--- src/sv/fixed_buffer_pool_allocator_defines.svh ---
// ----------------------------------------------------------------------------
// Fixed buffer pool allocator: assertion macros
// Shorthand for the concurrent checks at the end of the top level.
// ----------------------------------------------------------------------------
`ifndef FIXED_BUFFER_POOL_ALLOCATOR_DEFINES_SVH
`define FIXED_BUFFER_POOL_ALLOCATOR_DEFINES_SVH

// same-cycle implication
`define FBPA_ASSERT_IMPLIES(label, clk, rst, ante, cons) \
  label: assert property (@(posedge clk) disable iff (rst) (ante) |-> (cons)) \
    else $error("fbpa: check failed");

// next-cycle implication
`define FBPA_ASSERT_NEXT(label, clk, rst, ante, cons) \
  label: assert property (@(posedge clk) disable iff (rst) (ante) |=> (cons)) \
    else $error("fbpa: check failed");

`endif

--- src/sv/fbpa_pkg.sv ---
// ----------------------------------------------------------------------------
// Fixed buffer pool allocator package
// Widths, codes and defaults shared by the allocator.
// ----------------------------------------------------------------------------
package fbpa_pkg;

  localparam int MAX_BUFFERS_DEF = 256;
  localparam int HEADER_BYTES    = 4;

  localparam int ADDR_W     = 32;
  localparam int PAYLOAD_W  = 16;
  localparam int STRIDE_W   = 17;
  localparam int OP_W       = 2;
  localparam int STATUS_W   = 2;
  localparam int IDX_PORT_W = 8;
  localparam int CNT_PORT_W = 9;
  localparam int CFG_IDX_W  = 2;

  localparam logic [CFG_IDX_W-1:0] CFG_BASE    = 2'd0;
  localparam logic [CFG_IDX_W-1:0] CFG_AREA    = 2'd1;
  localparam logic [CFG_IDX_W-1:0] CFG_PAYLOAD = 2'd2;

  typedef enum logic [OP_W-1:0] {
    OP_INIT  = 2'd0,
    OP_ALLOC = 2'd1,
    OP_FREE  = 2'd2,
    OP_NONE  = 2'd3
  } op_t;

  typedef enum logic [STATUS_W-1:0] {
    ST_OK       = 2'd0,
    ST_EMPTY    = 2'd1,
    ST_BAD_CFG  = 2'd2,
    ST_BAD_FREE = 2'd3
  } status_t;

endpackage

--- src/sv/fixed_buffer_pool_allocator.sv ---
// ----------------------------------------------------------------------------
// Fixed buffer pool allocator
// LIFO free list of equal buffers, one link entry per buffer in a
// synchronous link memory.
// ----------------------------------------------------------------------------
//  channel  direction  handshake               payload
//  in       sink       in_valid / in_stall     operation, buf_index, null_buffer
//  out      source     out_valid / out_stall   status, granted_index,
//                                              granted_address, free_count,
//                                              total_count
//  cfg      sink       cfg_valid / cfg_ready   cfg_index, cfg_data
//
//  Alloc and free: beat in with the link read, then the read-modify-write
//  of the link entry. Init for a pool of n buffers: setup, then one link
//  write per buffer. One item is in flight at a time; a new beat is taken
//  while the last result waits in the output register.
//  Reset (rst, synchronous) empties the pool; the link memory is not cleared.
//  cfg_ready is always high.
// ----------------------------------------------------------------------------
module fixed_buffer_pool_allocator
  import fbpa_pkg::*;
#(
  parameter int MAX_BUFFERS = MAX_BUFFERS_DEF  // 2 .. 256
) (
  input  logic                  clk,
  input  logic                  rst,

  input  logic                  in_valid,
  output logic                  in_stall,
  input  logic [OP_W-1:0]       operation,
  input  logic [IDX_PORT_W-1:0] buf_index,
  input  logic                  null_buffer,

  output logic                  out_valid,
  input  logic                  out_stall,
  output logic [STATUS_W-1:0]   status,
  output logic [IDX_PORT_W-1:0] granted_index,
  output logic [ADDR_W-1:0]     granted_address,
  output logic [CNT_PORT_W-1:0] free_count,
  output logic [CNT_PORT_W-1:0] total_count,

  input  logic                  cfg_valid,
  output logic                  cfg_ready,
  input  logic [CFG_IDX_W-1:0]  cfg_index,
  input  logic [ADDR_W-1:0]     cfg_data
);

  localparam int IDX_W  = $clog2(MAX_BUFFERS);
  localparam int CNT_W  = $clog2(MAX_BUFFERS + 1);
  localparam int LINK_W = $clog2(MAX_BUFFERS + 2);
  localparam int PROD_W = IDX_W + STRIDE_W;

  localparam logic [LINK_W-1:0] LINK_NULL  = LINK_W'(MAX_BUFFERS);
  localparam logic [LINK_W-1:0] LINK_TAKEN = LINK_W'(MAX_BUFFERS + 1);
  localparam logic [CNT_W-1:0]  CNT_MAX    = CNT_W'(MAX_BUFFERS);
  localparam logic [IDX_W-1:0]  IDX_LAST   = IDX_W'(MAX_BUFFERS - 1);

  typedef enum logic [3:0] {
    S_IDLE  = 4'b0001,
    S_EXEC  = 4'b0010,
    S_SETUP = 4'b0100,
    S_WALK  = 4'b1000
  } state_t;

  state_t                state;
  op_t                   op_q;
  logic [IDX_PORT_W-1:0] idx_q;
  logic                  null_q;

  logic [LINK_W-1:0]     head;
  logic [CNT_W-1:0]      free_buffers;
  logic [CNT_W-1:0]      pool_buffers;
  logic [ADDR_W-1:0]     held_base;
  logic [STRIDE_W-1:0]   held_stride;

  logic [ADDR_W-1:0]     base_address;
  logic [ADDR_W-1:0]     area_bytes;
  logic [PAYLOAD_W-1:0]  payload_bytes;

  logic [ADDR_W-1:0]     rem;
  logic [IDX_W-1:0]      walk_idx;

  logic [STATUS_W-1:0]   status_r;
  logic [IDX_PORT_W-1:0] gidx_r;
  logic [ADDR_W-1:0]     gaddr_r;

  logic [LINK_W-1:0]     link_mem [MAX_BUFFERS];
  logic [LINK_W-1:0]     rd_data;
  logic                  mem_re;
  logic [IDX_W-1:0]      mem_raddr;
  logic                  mem_we;
  logic [IDX_W-1:0]      mem_waddr;
  logic [LINK_W-1:0]     mem_wdata;

  logic                  accept_in;
  logic                  out_free;
  logic                  head_ok;
  logic                  free_ok;
  logic [PROD_W-1:0]     prod;
  logic [STRIDE_W-1:0]   stride_c;
  logic                  bad_cfg;
  logic                  area_lt_stride;
  logic                  walk_more;
  logic                  walk_step;

  assign cfg_ready = 1'b1;
  assign in_stall  = (state != S_IDLE);
  assign accept_in = in_valid && !in_stall;
  assign out_free  = !out_valid || !out_stall;

  assign status          = status_r;
  assign granted_index   = gidx_r;
  assign granted_address = gaddr_r;
  assign free_count      = CNT_PORT_W'(free_buffers);
  assign total_count     = CNT_PORT_W'(pool_buffers);

  assign head_ok  = (head < LINK_NULL);
  assign free_ok  = ({1'b0, idx_q} < CNT_PORT_W'(pool_buffers)) && (rd_data != LINK_NULL);
  assign prod     = head[IDX_W-1:0] * held_stride;

  assign stride_c       = STRIDE_W'(payload_bytes) + STRIDE_W'(HEADER_BYTES);
  assign bad_cfg        = (payload_bytes == '0) || (area_bytes < ADDR_W'(payload_bytes));
  assign area_lt_stride = (area_bytes < ADDR_W'(stride_c));

  assign walk_more = (rem >= ADDR_W'(held_stride)) && (walk_idx != IDX_LAST);
  assign walk_step = (state == S_WALK) && (walk_more || out_free);

  assign mem_re    = accept_in;
  assign mem_raddr = (op_t'(operation) == OP_ALLOC) ? head[IDX_W-1:0]
                                                    : buf_index[IDX_W-1:0];

  always_comb begin
    mem_we    = 1'b0;
    mem_waddr = head[IDX_W-1:0];
    mem_wdata = LINK_TAKEN;
    if (state == S_EXEC && out_free) begin
      if (op_q == OP_ALLOC && head_ok) begin
        mem_we = 1'b1;
      end else if (op_q == OP_FREE && !null_q && free_ok) begin
        mem_we    = 1'b1;
        mem_waddr = idx_q[IDX_W-1:0];
        mem_wdata = head;
      end
    end else if (walk_step) begin
      mem_we    = 1'b1;
      mem_waddr = walk_idx;
      mem_wdata = walk_more ? (LINK_W'(walk_idx) + LINK_W'(1)) : LINK_NULL;
    end
  end

  always_ff @(posedge clk) begin
    if (mem_we) begin
      link_mem[mem_waddr] <= mem_wdata;
    end
    if (mem_re) begin
      rd_data <= link_mem[mem_raddr];
    end
  end

  always_ff @(posedge clk) begin
    if (rst) begin
      base_address  <= '0;
      area_bytes    <= '0;
      payload_bytes <= '0;
    end else if (cfg_valid && cfg_ready) begin
      case (cfg_index)
        CFG_BASE:    base_address  <= cfg_data;
        CFG_AREA:    area_bytes    <= cfg_data;
        CFG_PAYLOAD: payload_bytes <= cfg_data[PAYLOAD_W-1:0];
        default: ;
      endcase
    end
  end

  always_ff @(posedge clk) begin
    if (rst) begin
      state        <= S_IDLE;
      out_valid    <= 1'b0;
      head         <= LINK_NULL;
      free_buffers <= '0;
      pool_buffers <= '0;
      held_base    <= '0;
      held_stride  <= '0;
    end else begin
      if (out_valid && !out_stall) begin
        out_valid <= 1'b0;
      end
      case (state)
        S_IDLE: begin
          if (accept_in) begin
            op_q   <= op_t'(operation);
            idx_q  <= buf_index;
            null_q <= null_buffer;
            state  <= (op_t'(operation) == OP_INIT) ? S_SETUP : S_EXEC;
          end
        end
        S_EXEC: begin
          if (out_free) begin
            out_valid <= 1'b1;
            status_r  <= ST_OK;
            gidx_r    <= '0;
            gaddr_r   <= '0;
            case (op_q)
              OP_ALLOC: begin
                if (head_ok) begin
                  head    <= rd_data;
                  gidx_r  <= IDX_PORT_W'(head[IDX_W-1:0]);
                  gaddr_r <= held_base + ADDR_W'(prod) + ADDR_W'(HEADER_BYTES);
                  if (free_buffers != '0) begin
                    free_buffers <= free_buffers - CNT_W'(1);
                  end
                end else begin
                  status_r <= ST_EMPTY;
                end
              end
              OP_FREE: begin
                if (!null_q) begin
                  if (free_ok) begin
                    head <= LINK_W'(idx_q[IDX_W-1:0]);
                    if (free_buffers != CNT_MAX) begin
                      free_buffers <= free_buffers + CNT_W'(1);
                    end
                  end else begin
                    status_r <= ST_BAD_FREE;
                  end
                end
              end
              default: ;
            endcase
            state <= S_IDLE;
          end
        end
        S_SETUP: begin
          held_base   <= base_address;
          held_stride <= stride_c;
          if (bad_cfg || base_address == '0) begin
            if (out_free) begin
              head         <= LINK_NULL;
              free_buffers <= '0;
              pool_buffers <= '0;
              out_valid    <= 1'b1;
              status_r     <= bad_cfg ? ST_BAD_CFG : ST_OK;
              gidx_r       <= '0;
              gaddr_r      <= '0;
              state        <= S_IDLE;
            end
          end else begin
            rem      <= area_lt_stride ? '0 : (area_bytes - ADDR_W'(stride_c));
            walk_idx <= '0;
            state    <= S_WALK;
          end
        end
        S_WALK: begin
          if (walk_step) begin
            walk_idx <= walk_idx + IDX_W'(1);
            rem      <= rem - ADDR_W'(held_stride);
            if (!walk_more) begin
              head         <= '0;
              free_buffers <= CNT_W'(walk_idx) + CNT_W'(1);
              pool_buffers <= CNT_W'(walk_idx) + CNT_W'(1);
              out_valid    <= 1'b1;
              status_r     <= ST_OK;
              gidx_r       <= '0;
              gaddr_r      <= '0;
              state        <= S_IDLE;
            end
          end
        end
        default: state <= S_IDLE;
      endcase
    end
  end

`include "fixed_buffer_pool_allocator_defines.svh"

  // one item in flight
  `FBPA_ASSERT_NEXT(a_one_item, clk, rst, in_valid && !in_stall, in_stall)
  // a new result only comes out of a busy block
  `FBPA_ASSERT_IMPLIES(a_result_src, clk, rst, $rose(out_valid), $past(state) != S_IDLE)

endmodule
--- config.mk ---
export PLATFORM = sky130hd
export DESIGN_NAME = fixed_buffer_pool_allocator
export DESIGN_NICKNAME = d
export VERILOG_FILES = /design/src/sv/fbpa_pkg.sv /design/src/sv/fixed_buffer_pool_allocator.sv
export VERILOG_INCLUDE_DIRS = /design/src /design/src/sv
export SDC_FILE = /design/constraint.sdc
export NUM_CORES = 2
export LEC_CHECK = 0
export ABC_AREA = 1
export BUFFER_PORTS_ARGS = -buffer_cell sky130_fd_sc_hd__buf_2
export CAP_MARGIN = 20
export CORE_UTILIZATION = 35
export DETAILED_ROUTE_END_ITERATION = 10
export PLACE_DENSITY = 0.5
export SYNTH_ARGS = -nofsm -noshare
export SYNTH_HDL_FRONTEND = slang
export SYNTH_SLANG_ARGS = --single-unit
--- constraint.sdc ---
create_clock -name clk -period 45.9 [get_ports clk]
set_clock_uncertainty 0.15 [all_clocks]
set_input_delay 9.18 -clock clk [delete_from_list [all_inputs] [get_ports clk]]
set_output_delay 9.18 -clock clk [all_outputs]
set_load 0.03 [all_outputs]
**Word-level counts from Yosys, hierarchy flattened**

Memory sizes are Yosys's and may differ from the RTL's. A register that Yosys moved wholly into a read port is not among the register bits.
Index checks and enable logic that the tools add are counted.

- Bits in registers: 254
- Memory bits (writable): 2304
- Input port bits: 50
- Output and inout bits: 63
- Word-level logic and storage cells: 181
- Memories kept: 1

Memories:

| name | words | width | rd ports | clocked after Yosys merged registers in | wr ports | line | source |
|---|---|---|---|---|---|---|---|
| link_mem | 256 | 9 | 1 | 1 | 1 | fixed_buffer_pool_allocator.sv:87 | `logic [LINK_W-1:0] link_mem [MAX_BUFFERS];` |

- Add/sub/neg operators: 9
- $mul: 1
- $lt $le $gt $ge: 5
- Equality and inequality tests: 26
- Muxes and demuxes: 86
- Bitwise gates (word level): 1
- Reductions and logical operators: 34

Operator list:

| cell | count |
|---|---|
| $mux W32 | 10 |
| $mux W9 | 23 |
| $mux W8 | 14 |
| $pmux W32 S3 | 1 |
| $pmux W32 S2 | 1 |
| $sub A32 B17 Y32 | 2 |
| $pmux W9 S2 | 3 |
| $pmux W9 S3 | 2 |
| $add A32 B25 Y32 | 1 |
| $add A32 B3 Y32 const B | 1 |
| $ge A32 B17 Y1 | 1 |
| $logic_not A32 Y1 | 1 |
| $lt A32 B16 Y1 | 1 |
| $lt A32 B17 Y1 | 1 |
| $mul A8 B17 Y25 | 1 |
| $pmux W8 S3 | 1 |
| $mux W4 | 5 |
| $ne A9 B9 Y1 const B | 2 |
| $add A16 B3 Y17 const B | 1 |
| $logic_not A16 Y1 | 1 |
| $mux W2 | 8 |
| $pmux W4 S4 | 1 |
| $pmux W8 S2 | 1 |
| $ne A2 B2 Y1 const B | 7 |
| 37 further kinds | 72 |

**Longest topological paths before layout**

- Depth after elaboration: 8
- Depth in mapped cells: 24

**Worst setup path after synthesis**

Ideal clock, no wire load.

- Path kind: input to register
- From: in out_stall
- To: mem link_mem[0][5] (netlist bit), data pin
- Library setup time: 2.187 ns
- Data arrival time: 19.905 ns
- Data required time: 43.563 ns
- Path slack: 23.657 ns
- Stages: 7
- Buffers on the path: 0
- Path through: nand2_1 inv_2 nor2_1 inv_2 nor2_1 inv_1 o21ai_0

- Cells in the longest elaborated chain, start to end: 6

Ends and longest elaborated chain:

| element | line | source |
|---|---|---|
| from (decl) | fixed_buffer_pool_allocator.sv:35 | `input logic out_stall,` |
| $logic_not A1 Y1 * | fixed_buffer_pool_allocator.sv:109 | `assign out_free = !out_valid \|\| !out_stall;` |
| $logic_or A1 B1 Y1 * | fixed_buffer_pool_allocator.sv:109 |  |
| $logic_or A1 B1 Y1 | fixed_buffer_pool_allocator.sv:126 | `assign walk_step = (state == S_WALK) && (walk_more \|\| out_free);` |
| $logic_and A1 B1 Y1 | fixed_buffer_pool_allocator.sv:126 |  |
| $mux W9 | fixed_buffer_pool_allocator.sv:144 | `end else if (walk_step) begin` |
| $mux W9 * | fixed_buffer_pool_allocator.sv:136 | `if (state == S_EXEC && out_free) begin` |
| net mem_wdata[5] | fixed_buffer_pool_allocator.sv:93 | `logic [LINK_W-1:0] mem_wdata;` |
| to (decl) | fixed_buffer_pool_allocator.sv:87 |  |

The timed path passes the listed nets; every way through them passes the cells marked *.

**Worst setup path after layout**

- From: in operation[1]
- To: reg rd_data[2] (read register of link_mem), data pin

- Cells in the longest elaborated chain, start to end: 2

Ends and longest elaborated chain:

| element | line | source |
|---|---|---|
| from (decl) | fixed_buffer_pool_allocator.sv:30 | `input logic [OP_W-1:0] operation,` |
| $eq A2 B1 Y1 | fixed_buffer_pool_allocator.sv:129 | `assign mem_raddr = (op_t'(operation) == OP_ALLOC) ? head[IDX_W-1:0]` |
| $mux W8 | fixed_buffer_pool_allocator.sv:129 |  |
| to (decl) | fixed_buffer_pool_allocator.sv:88 | `logic [LINK_W-1:0] rd_data;` |

Every way passes these cells.
A chain may end at the register's enable or synchronous reset.

==> impl_metrics.json <==
{
  "endpoint_kind": "register",
  "share_seq_of_total_power": 0.483,
  "p_leak_nw": 45.5,
  "hold_violations": 0,
  "timing.hold.worst.class": "register to register",
  "route.final.wire_length_mm": 358,
  "clock-root-buffer": "sky130_fd_sc_hd__clkbuf_16",
  "yosys_warnings": 0,
  "grt.overflow.total": 0,
  "crit_path_frequent_cell": "sky130_fd_sc_hd__nand2_1",
  "core.rowCount": 208,
  "worst_pin_slew_ns": 1.21,
  "layout-drive-gt1-share": 0.0764,
  "post_synth_inst_count": 10500,
  "net_switching_w": 0.00132,
  "mean_area_per_synthesized_cell_um2": 10.8,
  "cts_max_level": 5,
  "worstSkewPairLatency_ns": 0.91,
  "cts_hold_repair.buffers": 0,
  "ys.flop_type": "sky130_fd_sc_hd__edfxtp_1",
  "setup_viol": 0,
  "timing.final.max_slew_violations": 0,
  "floorplan.core_area_um2": 322000,
  "placed_cells_incl_taps": 14400,
  "swShare": 0.250,
  "grt_first_pass_wirelength_mm": 526,
  "die_w_um": 572,
  "synth_area_leaders": "sky130_fd_sc_hd__edfxtp_1 64%, sky130_fd_sc_hd__nand2_1 9.1%, sky130_fd_sc_hd__nand3_1 7.1%",
  "first_global_vias": 76000,
  "pwr_density_cell_nw_per_um2": 41.6,
  "final_util": 0.396,
  "layout_worst_path_cycle_share": 0.327,
  "buffer_ports.inserted": 111,
  "synth.most_common_cell": "sky130_fd_sc_hd__nand2_1",
  "worstPathArrival_ns": 15.63,
  "area_delta_synth_final_pct": 12.2,
  "boundaryPins": 113,
  "fin_crit_ns": 15.01,
  "setup_repair_after_global_routing_missed_its_margin": "no",
  "clk_path_buf_depth": 4,
  "start_util": 0.353,
  "synth_commonest_cells": "2,759 x sky130_fd_sc_hd__nand2_1, 2,406 x sky130_fd_sc_hd__edfxtp_1, 1,623 x sky130_fd_sc_hd__nand3_1",
  "via_count": 78500,
  "netlist.area_leader.share": 0.636,
  "antenna_found_initial": 14,
  "r2r.worst_path.cells": 17,
  "setup_tns_ns": 0,
  "postSynth.asyncResetShare": 0,
  "path_depth": 19,
  "tritoncts": "yes",
  "grt_max_degree": 202,
  "die_area_um2": 327000,
  "path_buf_inv": 6,
  "drt_iter0_markers": 7619,
  "post_cts.repair.setup_buffers": 0,
  "fraction_of_the_yosys_area_taken_by_sequential_cells": 0.664,
  "worst_setup_path_startpoint": "operation[1]",
  "synthesis.area_um2": 114000,
  "critical_path.top_delay_family": "buffers and inverters",
  "postRouteAntennaNets": 0,
  "pwr-share-clk": 0.433,
  "final_cells": 15000,
  "detailed_place_hpwl_mm": 210,
  "combPwrFrac": 0.084,
  "post-route-drc-count": 0,
  "start_kind": "primary input",
  "r2r_slack_ns": 38.87,
  "worst_setup_hold_path_clk_slew_ns": 0.06,
  "fmax_ghz": 0.0666,
  "critical_path.reg2reg.startpoint": "held_stride[7]$_SDFFE_PP0P_",
  "finalWeightedCongestion": 0.862,
  "cp_max_fo": 132,
  "detailedRoute.firstPassIterationCount": 6,
  "post-synth-top-area-cell": "sky130_fd_sc_hd__edfxtp_1",
  "r2r-end": "link_mem[125][3]$_DFFE_PP_",
  "p_int_w": 0.00398,
  "nets": 10700,
  "crit_path_max_incr_delay_ns": 0.89,
  "synth-seq-cells": 2567,
  "track_usage": 0.215,
  "vias_per_cell": 5.25,
  "route.detailed.wl_per_inst_um": 23.9,
  "run_status": "completed",
  "die-height_um": 572,
  "cts_inserted_buffers": 290,
  "clock-sinks": 2567,
  "drv.max_cap_violation_count": 0,
  "timing.critical_path.required_ns": 46.52,
  "cp-endpoint": "rd_data[2]$_DFFE_PP_",
  "worst_ir_drop_vdd_uv": 31.0,
  "crit_path_top_delay_cell": "sky130_fd_sc_hd__buf_4",
  "max_slew_margin": 0.195,
  "synth_cell_types": 53,
  "cts_resized": 0,
  "critical_path.cell_chain": "buf_2 > inv_1 > nand2_1 > nand2_1 > nand2_8 > inv_8 > buf_4 > buf_4 > buf_4 > o21ai_0 > o22ai_1 > nand2_1 > nand2_1 > nand2_1 > nand3_1 > nand3_1 > nand3_1 > nand3_1 > nand2_1",
  "critPathKind": "primary input to register",
  "synth_nets": 10800,
  "synth_enable_flop_cells": 2406
}
==> stage by stage <==
stage,total power [W],area [um^2],setup WS [ns],hold slack [ns]
3_3_place_gp,0.00305,118000,30.14,0.323
4_1_cts,0.00533,127000,31.09,0.336
2_1_floorplan,0.00288,114000,23.66,0.285
3_5_place_dp,0.00305,118000,30.15,0.328
5_1_grt,0.00546,127000,30.66,0.373
6_report,0.00530,127000,30.89,0.333
==> power groups by stage <==
stage          registers, W  clock network (W)  logic (W)
2_1_floorplan       0.00260                  0   0.000277
3_3_place_gp        0.00261                  0   0.000441
3_5_place_dp        0.00261                  0   0.000444
4_1_cts             0.00256            0.00233   0.000446
5_1_grt             0.00256            0.00241   0.000485
6_report            0.00256            0.00229   0.000445
==> how the worst min path moves through the flow <==
| stage | start | to | slack (ns) | cells after the start |
|---|---|---|---|---|
| 5_1_grt | total_count[3]$_SDFFE_PP0P_ | total_count[3]$_SDFFE_PP0P_ | 0.37 | 2 |
| 3_5_place_dp | total_count[3]$_SDFFE_PP0P_ | total_count[3]$_SDFFE_PP0P_ | 0.33 | 2 |
| 3_3_place_gp | total_count[1]$_SDFFE_PP0P_ | total_count[1]$_SDFFE_PP0P_ | 0.32 | 2 |
| 4_1_cts | total_count[3]$_SDFFE_PP0P_ | total_count[3]$_SDFFE_PP0P_ | 0.34 | 2 |
| 2_1_floorplan | area_bytes[0]$_SDFFE_PP0P_ | area_bytes[0]$_SDFFE_PP0P_ | 0.29 | 2 |
| 6_report | total_count[3]$_SDFFE_PP0P_ | total_count[3]$_SDFFE_PP0P_ | 0.33 | 2 |
==> sequential cells by signal, indices dropped and copies added, names as in the netlist, 9 cells and up <==
signal	cells
area_bytes	32
held_stride	17
link_mem	2304
head	9
rd_data	9
total_count	9
rem	32
held_base	32
base_address	32
payload_bytes	16
granted_address	32
free_count	9
==> layer usage <==
metal	up-vias	share of wire	GRT usage
li1	36200	-	-
met1	39100	0.43	0.291
met2	2640	0.48	0.359
met3	557	0.060	0.0272
met4	8	0.031	0.0667
met5	-	0.00013	0
==> final cells by class <==
| class | count | area, um^2 |
|---|---|---|
| Inverter | 516 | 1990 |
| Sequential cell | 2567 | 75500 |
| Tap cell | 4305 | 5390 |
| Multi-Input combinational cell | 6804 | 33700 |
| Timing Repair Buffer | 226 | 1680 |
| Fill cell | 31000 | 194000 |
| Clock buffer | 376 | 7860 |
| Clock inverter | 146 | 1370 |
| Antenna cell | 10 | 25.0 |
==> cells in the final DEF, fill, tap and decap left out, types with 111 or more instances in the layout <==
cell type / count
sky130_fd_sc_hd__a21oi_1: 201
sky130_fd_sc_hd__buf_2: 111
sky130_fd_sc_hd__clkbuf_16: 302
sky130_fd_sc_hd__dfxtp_1: 161
sky130_fd_sc_hd__edfxtp_1: 2406
sky130_fd_sc_hd__fa_1: 117
sky130_fd_sc_hd__ha_1: 116
sky130_fd_sc_hd__inv_1: 491
sky130_fd_sc_hd__nand2_1: 2759
sky130_fd_sc_hd__nand3_1: 1623
sky130_fd_sc_hd__nor2_1: 857
sky130_fd_sc_hd__o21ai_0: 608
sky130_fd_sc_hd__o22ai_1: 126
==> kinds of logic (layout without fill, tap and decap cells) <==
family	Yosys count	after routing	share of synthesized area
other	1	11	0.0000330
adder cells (fa/ha/maj)	233	233	0.0334
buffers and inverters	1146	1264	0.0408
XOR/XNOR	61	61	0.00470
AND/OR/NAND/NOR	5467	5467	0.207
AO/OA/AOI/OAI	1042	1042	0.0493
flip-flops	2567	2567	0.664
==> worst reg2reg max path: stages, from the launching register on <==
cell                      delay [ns]
sky130_fd_sc_hd__dfxtp_1        0.72
sky130_fd_sc_hd__inv_1          0.20
sky130_fd_sc_hd__ha_1           0.42
sky130_fd_sc_hd__nand2_1        0.09
sky130_fd_sc_hd__nor2_1         0.17
sky130_fd_sc_hd__nand2_2        0.09
sky130_fd_sc_hd__nand2_4        0.09
sky130_fd_sc_hd__nand2_2        0.06
sky130_fd_sc_hd__nand2_2        0.09
sky130_fd_sc_hd__nand2_2        0.09
sky130_fd_sc_hd__nand2_2        0.16
sky130_fd_sc_hd__nand2_4        0.12
sky130_fd_sc_hd__nor2_1         0.28
sky130_fd_sc_hd__inv_1          0.32
sky130_fd_sc_hd__o22ai_4        0.77
sky130_fd_sc_hd__buf_4          1.01
sky130_fd_sc_hd__buf_4          0.89
sky130_fd_sc_hd__buf_4          0.93
No activity file was read; power rests on OpenSTA's default activity.
